[src/sv/shash_pkg.sv]
`timescale 1ns / 1ps

package shash_pkg;

    localparam int LenBitsDefault = 64;

    typedef struct packed {
        logic [7:0] msg_byte;
        logic       byte_present;
        logic       end_of_message;
    } in_t;

    typedef struct packed {
        logic [63:0] digest_part;
        logic [1:0]  part_index;
        logic        part_last;
    } out_t;

    typedef enum logic [2:0] {
        ST_IDLE,
        ST_LOAD,
        ST_ROUND,
        ST_FINISH,
        ST_OUT
    } state_t;

    localparam logic [31:0] ROUND_K [64] = '{
        32'h428a2f98, 32'h71374491, 32'hb5c0fbcf, 32'he9b5dba5,
        32'h3956c25b, 32'h59f111f1, 32'h923f82a4, 32'hab1c5ed5,
        32'hd807aa98, 32'h12835b01, 32'h243185be, 32'h550c7dc3,
        32'h72be5d74, 32'h80deb1fe, 32'h9bdc06a7, 32'hc19bf174,
        32'he49b69c1, 32'hefbe4786, 32'h0fc19dc6, 32'h240ca1cc,
        32'h2de92c6f, 32'h4a7484aa, 32'h5cb0a9dc, 32'h76f988da,
        32'h983e5152, 32'ha831c66d, 32'hb00327c8, 32'hbf597fc7,
        32'hc6e00bf3, 32'hd5a79147, 32'h06ca6351, 32'h14292967,
        32'h27b70a85, 32'h2e1b2138, 32'h4d2c6dfc, 32'h53380d13,
        32'h650a7354, 32'h766a0abb, 32'h81c2c92e, 32'h92722c85,
        32'ha2bfe8a1, 32'ha81a664b, 32'hc24b8b70, 32'hc76c51a3,
        32'hd192e819, 32'hd6990624, 32'hf40e3585, 32'h106aa070,
        32'h19a4c116, 32'h1e376c08, 32'h2748774c, 32'h34b0bcb5,
        32'h391c0cb3, 32'h4ed8aa4a, 32'h5b9cca4f, 32'h682e6ff3,
        32'h748f82ee, 32'h78a5636f, 32'h84c87814, 32'h8cc70208,
        32'h90befffa, 32'ha4506ceb, 32'hbef9a3f7, 32'hc67178f2
    };

    localparam logic [31:0] INIT_HASH [8] = '{
        32'h6a09e667, 32'hbb67ae85, 32'h3c6ef372, 32'ha54ff53a,
        32'h510e527f, 32'h9b05688c, 32'h1f83d9ab, 32'h5be0cd19
    };

    localparam logic [7:0] PAD_BYTE = 8'h80;

    function automatic logic [31:0] rotr(input logic [31:0] x, input int n);
        logic [63:0] d;
        d = {x, x} >> n;
        return d[31:0];
    endfunction

    function automatic logic [31:0] big_sig0(input logic [31:0] x);
        return rotr(x, 2) ^ rotr(x, 13) ^ rotr(x, 22);
    endfunction

    function automatic logic [31:0] big_sig1(input logic [31:0] x);
        return rotr(x, 6) ^ rotr(x, 11) ^ rotr(x, 25);
    endfunction

    function automatic logic [31:0] sml_sig0(input logic [31:0] x);
        return rotr(x, 7) ^ rotr(x, 18) ^ (x >> 3);
    endfunction

    function automatic logic [31:0] sml_sig1(input logic [31:0] x);
        return rotr(x, 17) ^ rotr(x, 19) ^ (x >> 10);
    endfunction

endpackage

[src/sv/shash_buf.sv]
`timescale 1ns / 1ps

// Block buffer: sixteen big-endian words, written one byte lane at a time,
// read one word per cycle with registered data.
module shash_buf (
    input  logic        aclk,
    input  logic        wr_en,
    input  logic [3:0]  wr_addr,
    input  logic [1:0]  wr_lane,
    input  logic [7:0]  wr_byte,
    input  logic [3:0]  rd_addr,
    output logic [31:0] rd_data
);

    logic [31:0] mem [16];
    logic [31:0] rd_data_reg;
    logic [1:0]  lane_idx;

    assign lane_idx = 2'd3 - wr_lane;
    assign rd_data  = rd_data_reg;

    always_ff @(posedge aclk) begin
        if (wr_en) begin
            mem[wr_addr][{lane_idx, 3'b000} +: 8] <= wr_byte;
        end
        rd_data_reg <= mem[rd_addr];
    end

endmodule

[src/sv/sha256_stream_hash.sv]
`timescale 1ns / 1ps

// SHA-256 over a byte stream. Each accepted request carries at most one
// message byte; bytes are taken at one per cycle until a 64-byte block is full.
// A full block then runs one load, 64 rounds through a single round unit fed
// from the block buffer memory and a 16-word schedule, and one final add, with
// s_ready low. A request with end_of_message pads the message in flight in one
// block pass, or two when more than 55 bytes sit in the last block, after which
// the digest leaves as four 64-bit big-endian parts, part 0 first, one per cycle
// as m_ready allows. The engine then starts over from the initial hash.
module sha256_stream_hash #(
    parameter int LENGTH_COUNTER_BITS = shash_pkg::LenBitsDefault
) (
    input  logic             aclk,
    input  logic             aresetn,
    input  logic             s_valid,
    output logic             s_ready,
    input  shash_pkg::in_t   s_data,
    output logic             m_valid,
    input  logic             m_ready,
    output shash_pkg::out_t  m_data
);

    localparam logic [63:0] LenMask = {64{1'b1}} >> (64 - LENGTH_COUNTER_BITS);

    shash_pkg::state_t state_reg, state_next;

    logic [31:0] hash_reg [8];
    logic [31:0] wk_reg [8];
    logic [31:0] sched_reg [16];
    logic [5:0]  fill_reg;
    logic [60:0] total_reg;
    logic [5:0]  round_reg;
    logic [63:0] len_reg;
    logic [6:0]  limit_reg;
    logic        pad_en_reg;
    logic        len_en_reg;
    logic        end_pend_reg;
    logic [1:0]  part_reg;

    logic        s_fire;
    logic        m_fire;
    logic        full_now;
    logic [6:0]  count_now;
    logic [60:0] len_sum;
    logic [3:0]  rd_addr;
    logic [31:0] rd_data;
    logic [31:0] blk_word;
    logic [31:0] w_cur;
    logic [31:0] t1;
    logic [31:0] t2;

    assign s_fire    = s_valid && s_ready;
    assign m_fire    = m_valid && m_ready;
    assign full_now  = s_data.byte_present && (fill_reg == 6'd63);
    assign count_now = {1'b0, fill_reg} + {6'd0, s_data.byte_present};
    assign len_sum   = total_reg + {54'd0, count_now};

    assign rd_addr = (state_reg == shash_pkg::ST_ROUND) ? (round_reg[3:0] + 4'd1) : 4'd0;

    shash_buf u_buf (
        .aclk    (aclk),
        .wr_en   (s_fire && s_data.byte_present),
        .wr_addr (fill_reg[5:2]),
        .wr_lane (fill_reg[1:0]),
        .wr_byte (s_data.msg_byte),
        .rd_addr (rd_addr),
        .rd_data (rd_data)
    );

    // Padding is applied on the read side: bytes past the message become the
    // pad marker, zeros, and the bit length in the last eight bytes.
    always_comb begin
        logic [5:0] pos;
        logic [7:0] b;
        blk_word = '0;
        for (int j = 0; j < 4; j++) begin
            pos = {round_reg[3:0], 2'(j)};
            if ({1'b0, pos} < limit_reg) begin
                b = rd_data[31 - 8 * j -: 8];
            end else if (pad_en_reg && ({1'b0, pos} == limit_reg)) begin
                b = shash_pkg::PAD_BYTE;
            end else begin
                b = 8'h00;
            end
            if (len_en_reg && (pos >= 6'd56)) begin
                b = len_reg[{3'd7 - pos[2:0], 3'b000} +: 8];
            end
            blk_word[31 - 8 * j -: 8] = b;
        end
    end

    always_comb begin
        if (round_reg < 6'd16) begin
            w_cur = blk_word;
        end else begin
            w_cur = shash_pkg::sml_sig1(sched_reg[14]) + sched_reg[9]
                  + shash_pkg::sml_sig0(sched_reg[1]) + sched_reg[0];
        end
        t1 = wk_reg[7] + shash_pkg::big_sig1(wk_reg[4])
           + ((wk_reg[4] & wk_reg[5]) ^ (~wk_reg[4] & wk_reg[6]))
           + shash_pkg::ROUND_K[round_reg] + w_cur;
        t2 = shash_pkg::big_sig0(wk_reg[0])
           + ((wk_reg[0] & wk_reg[1]) ^ (wk_reg[0] & wk_reg[2]) ^ (wk_reg[1] & wk_reg[2]));
    end

    always_comb begin
        state_next = state_reg;
        case (state_reg)
            shash_pkg::ST_IDLE: begin
                if (s_fire && (full_now || s_data.end_of_message)) begin
                    state_next = shash_pkg::ST_LOAD;
                end
            end
            shash_pkg::ST_LOAD: begin
                state_next = shash_pkg::ST_ROUND;
            end
            shash_pkg::ST_ROUND: begin
                if (round_reg == 6'd63) begin
                    state_next = shash_pkg::ST_FINISH;
                end
            end
            shash_pkg::ST_FINISH: begin
                if (len_en_reg) begin
                    state_next = shash_pkg::ST_OUT;
                end else if (pad_en_reg || end_pend_reg) begin
                    state_next = shash_pkg::ST_LOAD;
                end else begin
                    state_next = shash_pkg::ST_IDLE;
                end
            end
            shash_pkg::ST_OUT: begin
                if (m_fire && (part_reg == 2'd3)) begin
                    state_next = shash_pkg::ST_IDLE;
                end
            end
            default: begin
                state_next = shash_pkg::ST_IDLE;
            end
        endcase
    end

    always_comb begin
        s_ready = 1'b0;
        m_valid = 1'b0;
        case (state_reg)
            shash_pkg::ST_IDLE: s_ready = 1'b1;
            shash_pkg::ST_OUT:  m_valid = 1'b1;
            default: begin
                s_ready = 1'b0;
                m_valid = 1'b0;
            end
        endcase
    end

    assign m_data.digest_part = {hash_reg[{part_reg, 1'b0}], hash_reg[{part_reg, 1'b1}]};
    assign m_data.part_index  = part_reg;
    assign m_data.part_last   = (part_reg == 2'd3);

    always_ff @(posedge aclk) begin
        if (!aresetn) begin
            state_reg    <= shash_pkg::ST_IDLE;
            fill_reg     <= '0;
            total_reg    <= '0;
            round_reg    <= '0;
            part_reg     <= '0;
            limit_reg    <= '0;
            pad_en_reg   <= 1'b0;
            len_en_reg   <= 1'b0;
            end_pend_reg <= 1'b0;
            for (int i = 0; i < 8; i++) begin
                hash_reg[i] <= shash_pkg::INIT_HASH[i];
                wk_reg[i]   <= '0;
            end
        end else begin
            state_reg <= state_next;
            case (state_reg)
                shash_pkg::ST_IDLE: begin
                    if (s_fire) begin
                        if (s_data.end_of_message) begin
                            len_reg <= {len_sum, 3'b000} & LenMask;
                        end
                        if (full_now) begin
                            fill_reg     <= '0;
                            total_reg    <= s_data.end_of_message ? 61'd0 : total_reg + 61'd64;
                            limit_reg    <= 7'd64;
                            pad_en_reg   <= 1'b0;
                            len_en_reg   <= 1'b0;
                            end_pend_reg <= s_data.end_of_message;
                        end else if (s_data.end_of_message) begin
                            fill_reg     <= '0;
                            total_reg    <= '0;
                            limit_reg    <= count_now;
                            pad_en_reg   <= 1'b1;
                            len_en_reg   <= (count_now <= 7'd55);
                            end_pend_reg <= 1'b0;
                        end else if (s_data.byte_present) begin
                            fill_reg <= fill_reg + 6'd1;
                        end
                    end
                end
                shash_pkg::ST_LOAD: begin
                    round_reg <= '0;
                    for (int i = 0; i < 8; i++) begin
                        wk_reg[i] <= hash_reg[i];
                    end
                end
                shash_pkg::ST_ROUND: begin
                    round_reg <= round_reg + 6'd1;
                    wk_reg[7] <= wk_reg[6];
                    wk_reg[6] <= wk_reg[5];
                    wk_reg[5] <= wk_reg[4];
                    wk_reg[4] <= wk_reg[3] + t1;
                    wk_reg[3] <= wk_reg[2];
                    wk_reg[2] <= wk_reg[1];
                    wk_reg[1] <= wk_reg[0];
                    wk_reg[0] <= t1 + t2;
                end
                shash_pkg::ST_FINISH: begin
                    round_reg <= '0;
                    part_reg  <= '0;
                    for (int i = 0; i < 8; i++) begin
                        hash_reg[i] <= hash_reg[i] + wk_reg[i];
                    end
                    if (!len_en_reg) begin
                        if (pad_en_reg) begin
                            // Pad marker went into the previous block; this one
                            // holds only zeros and the length.
                            limit_reg  <= 7'd0;
                            pad_en_reg <= 1'b0;
                            len_en_reg <= 1'b1;
                        end else if (end_pend_reg) begin
                            limit_reg    <= 7'd0;
                            pad_en_reg   <= 1'b1;
                            len_en_reg   <= 1'b1;
                            end_pend_reg <= 1'b0;
                        end
                    end
                end
                shash_pkg::ST_OUT: begin
                    if (m_fire) begin
                        part_reg <= part_reg + 2'd1;
                        if (part_reg == 2'd3) begin
                            for (int i = 0; i < 8; i++) begin
                                hash_reg[i] <= shash_pkg::INIT_HASH[i];
                            end
                        end
                    end
                end
                default: begin
                    round_reg <= '0;
                end
            endcase
        end
    end

    always_ff @(posedge aclk) begin
        if (state_reg == shash_pkg::ST_ROUND) begin
            for (int i = 0; i < 15; i++) begin
                sched_reg[i] <= sched_reg[i + 1];
            end
            sched_reg[15] <= w_cur;
        end
    end

endmodule
[config.mk]
export PLATFORM = sky130hd
export DESIGN_NAME = sha256_stream_hash
export DESIGN_NICKNAME = d
export VERILOG_FILES = /design/src/sv/shash_pkg.sv /design/src/sv/shash_buf.sv /design/src/sv/sha256_stream_hash.sv
export SDC_FILE = /design/constraint.sdc
export NUM_CORES = 2
export LEC_CHECK = 0
export BUFFER_PORTS_ARGS = -buffer_cell sky130_fd_sc_hd__buf_2
export CAP_MARGIN = 20
export CORE_ASPECT_RATIO = 0.6
export CORE_MARGIN = 3
export CORE_UTILIZATION = 30
export DETAILED_ROUTE_END_ITERATION = 16
export PLACE_DENSITY_LB_ADDON = 0.12
export REMOVE_ABC_BUFFERS = 1
export SLEW_MARGIN = 20
export SYNTH_ARGS = -nofsm -noshare
export SYNTH_HDL_FRONTEND = slang
export SYNTH_HIERARCHICAL = 1
export SYNTH_SLANG_ARGS = --single-unit
[constraint.sdc]
create_clock -name aclk -period 33.6 [get_ports aclk]
set_input_delay 3.36 -clock aclk [delete_from_list [all_inputs] [get_ports aclk]]
set_output_delay 3.36 -clock aclk [all_outputs]
set_load 0.1 [all_outputs]
# After elaboration in Yosys (flattened, before gate mapping)
# Memory sizes are Yosys's and may differ from the RTL's. A register that Yosys moved wholly into a read port is not among the register bits.
# Index checks and enable logic that the tools add are counted.
# classes
n_addsub,31
n_lt_le_gt_ge,11
n_eq_ne,20
n_shift,6
muxes,113
bitwise_logic,50
n_reduce_logical,31
# ops
cell,n
2-to-1 mux 32 bit,36
adder 32 bit,18
XOR 32 bit,9
indexed part select 64 x 7 -> 8 bit,4
2-to-1 mux 61 bit,3
bitwise AND 32 bit,5
2-to-1 mux 8 bit,12
adder 61 x 7 -> 61 bit,1
adder 61 x 7 -> 61 bit (second input constant),1
2-to-1 mux 7 bit,6
2-to-1 mux 1 bit,36
inverter 32 bit,1
bitwise OR 1 bit,32
variable shift 8 x 7 -> 32 bit (first input constant),1
indexed part select 8 x 7 -> 32 bit,1
XOR 32 x 22 -> 32 bit,1
XOR 32 x 29 -> 32 bit,1
== test 6 x 7 -> 1 bit,4
less-than comparator 6 x 7 -> 1 bit,4
greater-or-equal comparator 6 bit (second input constant),4
2-to-1 mux 3 bit,8
2-to-1 mux 6 bit,3
one-hot mux 3 bit (5 select lines),1
logical AND 1 bit,14
33 further kinds,56
# totals
ff_bits,149
ram_bits,1536
rom_bits,2048
output_inout_bits,69
wordCells,277
n_memories,5
# mem_list
memory,depth,width,rd,rd_clocked_by_memory_dff,wr,line_no,source
(no name shown),64,32,1,0,0,sha256_stream_hash.sv:102,+ shash_pkg::ROUND_K[round_reg] + w_cur;
sched_reg,16,32,16,0,16,sha256_stream_hash.sv:30,logic [31:0] sched_reg [16];
u_buf.mem,16,32,1,1,1,shash_buf.sv:15,logic [31:0] mem [16];
hash_reg,8,32,10,2,8,sha256_stream_hash.sv:28,logic [31:0] hash_reg [8];
wk_reg,8,32,8,0,8,sha256_stream_hash.sv:29,logic [31:0] wk_reg [8];

# Longest topological paths before layout
# An unclocked memory read counts as a cell.
# logic_depth
ltp_word,10
depth_mapped,44

# Modules after synthesis
# Netlist, hierarchy kept.
# modules_own_cells
mod,instances,cells_per_inst,area_each_um2,seq_area_each_um2
sha256_stream_hash,1,6577,71209.5,32341.0
shash_buf,1,954,20400.8,16015.4

# Worst setup path after synthesis
# Ideal clock, no wire load.
# synth_path
path_type,flip-flop to flip-flop
start,register state_reg[0]
end,memory wk_reg[7][29] (netlist: wk_reg[1][125])
setup_ps,113
arrival_time_ps,17486
slack_ps,16001
path_stages_with_launch,9
path_cell_list,dfxtp_1 > clkbuf_1 > nor2_1 > nand2_1 > inv_1 > clkbuf_1 > buf_1 > a222oi_1 > nor2b_1
# synth_lines
element,line_no,source
"start, declared",sha256_stream_hash.sv:26,"shash_pkg::state_t state_reg, state_next;"
"start signal, assigned",sha256_stream_hash.sv:162,state_reg <= shash_pkg::ST_IDLE;
"start signal, assigned",sha256_stream_hash.sv:176,state_reg <= state_next;
"end, declared",sha256_stream_hash.sv:29,

==> out/qor.yml <==
synth_cell_types: 96
hold_end: "sched_reg[1][127]"
first_global_vias: 59000
syn_avg_cell_area_um2: 12.2
gr-usage-met3_pct: 6.01
nets: 8207
grt_pass1_wl_um: 472000
yosys_warnings: 6
setup_viol: 0
dr.first_iter.drc_count: 7726
cts_root_buf: "clkbuf_16"
critical-path-slowest-cell: "o32ai_1"
hold_viol_final: 0
rsz0062_at_grt: "no"
rr_startpoint: "sched_reg[1][204]"
worstSkewPairLatency_ns: 0.90
grt_overflow: 0
clk_transition_reported_paths_ns: 0.07
synth-seq-area-share_pct: 52.8
fin_crit_sh_pct: 37.5
h-tree-depth: 4
cts_buffers: 183
synth_ff_type: "edfxtp_1"
dp_hpwl_um: 254000
portBuffers: 82
critPathKind: "reg2reg"
synth_edf_count: 1405
finalWeightedCongestion: 0.948
cts_tree: "built"
cap_violations: 0
dieArea_um2: 312000
hold_start: "sched_reg[1][159]"
cts_setup_buffers: 0
crit_top_cell: "fa_1"
drive_gt1_share_pct: 10.3
drc_errors: 0
area_growth_pct: 12.1
tns_ns: 0
status: "finished, final reports clean"
fp.dieH_um: 434
syn_inst: 7531
cts.sinks: 1713
synth-seq-cells: 1713
fin_crit_ns: 12.59
ant_nets: 0
via_per_inst: 5.40
async_flop_share_pct: 0
layout_commonest_cell: "edfxtp_1"
grt_max_degree: 174
grtUsageMet2_pct: 25.2
crit_arrival_ns: 13.17
endpoint_kind: "flop"
regToRegEndpoint: "wk_reg[0][30]"
die_w_um: 719
core_region_area_um2: 303000
grt_antenna_before_repair: 29
clockBufferDepth: 4
hold_path.class: "reg2reg"
max_freq_ghz: 0.0794
vias: 63500
fin_skew_ns: 0.0942
grt.busiest_layer: "met1"
start_util_pct: 30.3
worstPathMaxFanout: 5
io_pins: 83
post_drt_wl_per_cell_um: 28.9
syn_area_um2: 91600
layout_common_cells: "1405 x edfxtp_1, 621 x nand2_1, 457 x a21oi_1, 449 x xnor2_1, 436 x nor2_1"
required_ns: 34.18
wirelength_um: 339000
final_max_slew_viol_count: 0
whs_path_depth: 0
num_rows: 156
ctsResizeCount: 0
dr.pass1.iters: 6
crit_path_start_kind: "flop"
num-fill-cells: 30100
r2r_slack_ns: 21.01
slew_headroom_pct: 13.5
track_usage_pct: 21.2
reg2reg_depth: 39
crit_family: "compound AO/OA/AOI/OAI gates"
max_stage_delay_ns: 1.01
met1_usage_pct: 36.4
postCtsHoldBufs: 0
cp_num_buf_inv: 4
worstMarginPinSlew_ns: 1.28
cell type report:
class	instances	area, µm²	share of cell area, %
antenna	5	12.5	0.0122
timing repair buffer	219	1490	1.45
tap	4029	5040	4.91
clock inverter	94	876	0.853
clock buffer	229	4920	4.79
multi-input combinational	5092	40700	39.6
inverter	361	1370	1.33
sequential	1713	48400	47.1
synth_stat cells (all sizes together), types with 31 or more instances:
library cell / count / area share, %
mux2: 37 / 0.45
nor3: 91 / 0.50
a21o: 198 / 1.6
o21bai: 50 / 0.41
edfxtp: 1405 / 46
and3: 46 / 0.31
a21oi: 460 / 2.5
mux2i: 45 / 0.49
a31oi: 59 / 0.42
or3: 53 / 0.36
o21ai: 358 / 2.0
nand2: 627 / 2.6
ha: 426 / 5.8
inv: 359 / 1.5
a211oi: 52 / 0.43
nand2b: 55 / 0.38
nand3: 123 / 0.67
buf: 70 / 0.34
nor2: 447 / 1.8
a22o: 133 / 1.3
o211ai: 75 / 0.62
fa: 197 / 4.3
and2: 49 / 0.33
o21a: 45 / 0.37
o211a: 31 / 0.34
a22oi: 70 / 0.57
xor2: 204 / 2.0
nand4: 52 / 0.36
nor2b: 107 / 0.73
xnor2: 451 / 4.3
a222oi: 44 / 0.48
dfxtp: 308 / 6.7
mux4: 199 / 4.9
clkbuf: 295 / 1.2
stage by stage:
step | cells | area (µm²) | worst slack, ns | hold WS, ns | utilization, %
6_report | 11700 | 103000 | 21.01 | 0.391 | 34.0
5_1_grt | 11700 | 103000 | 20.59 | 0.377 | 34.0
4_1_cts | 11700 | 103000 | 21.36 | 0.372 | 33.9
3_5_place_dp | 11400 | 96900 | 21.38 | 0.405 | 32.0
3_3_place_gp | 11400 | 96900 | 21.27 | 0.401 | 32.0
2_1_floorplan | 7166 | 90200 | 15.80 | 0.400 | -
routing by layer:
metal,wire length [µm],up-vias
met1,183000,32600
met3,34100,264
met4,3960,0
met2,118000,2506
met5,0,-
li1,-,28100
worst reg2reg max path, delay by kind of cell, from the launching register on:
family	cells	cell delay [ns]
buffers and inverters	4	0.29
XOR/XNOR	5	1.15
adder cells (fa/ha/maj)	9	3.86
flip-flops	1	0.47
AO/OA/AOI/OAI	19	6.06
AND/OR/NAND/NOR	2	0.51
worst max-delay path by stage:
| stage | from | end | cells past startpoint | slack (ns) |
|---|---|---|---|---|
| after floorplan | state_reg[0] | wk_reg[1][30] | 7 | 15.80 |
| after global placement | sched_reg[1][211] | wk_reg[0][30] | 39 | 21.27 |
| after detailed placement | sched_reg[1][204] | wk_reg[0][30] | 39 | 21.38 |
| after CTS | sched_reg[1][204] | wk_reg[0][30] | 39 | 21.36 |
| after global routing | sched_reg[1][204] | wk_reg[0][30] | 41 | 20.59 |
| final | sched_reg[1][204] | wk_reg[0][30] | 39 | 21.01 |
cells by family (layout without fill, tap and decap cells):
family                   after synthesis  after routing  share of synthesized area, %
AO/OA/AOI/OAI                       1786           1786                          13.0
XOR/XNOR                             656            656                          6.29
adder cells (fa/ha/maj)              651            651                          10.4
buffers and inverters                726            903                          3.03
flip-flops                          1713           1713                          52.8
multiplexers                         281            281                          5.84
other                                  1              6                       0.00409
AND/OR/NAND/NOR                     1717           1717                          8.60
Power is left out: the tool's default activity adds up to more than one toggle a clock period on the data nets, which glitch-free logic cannot reach.
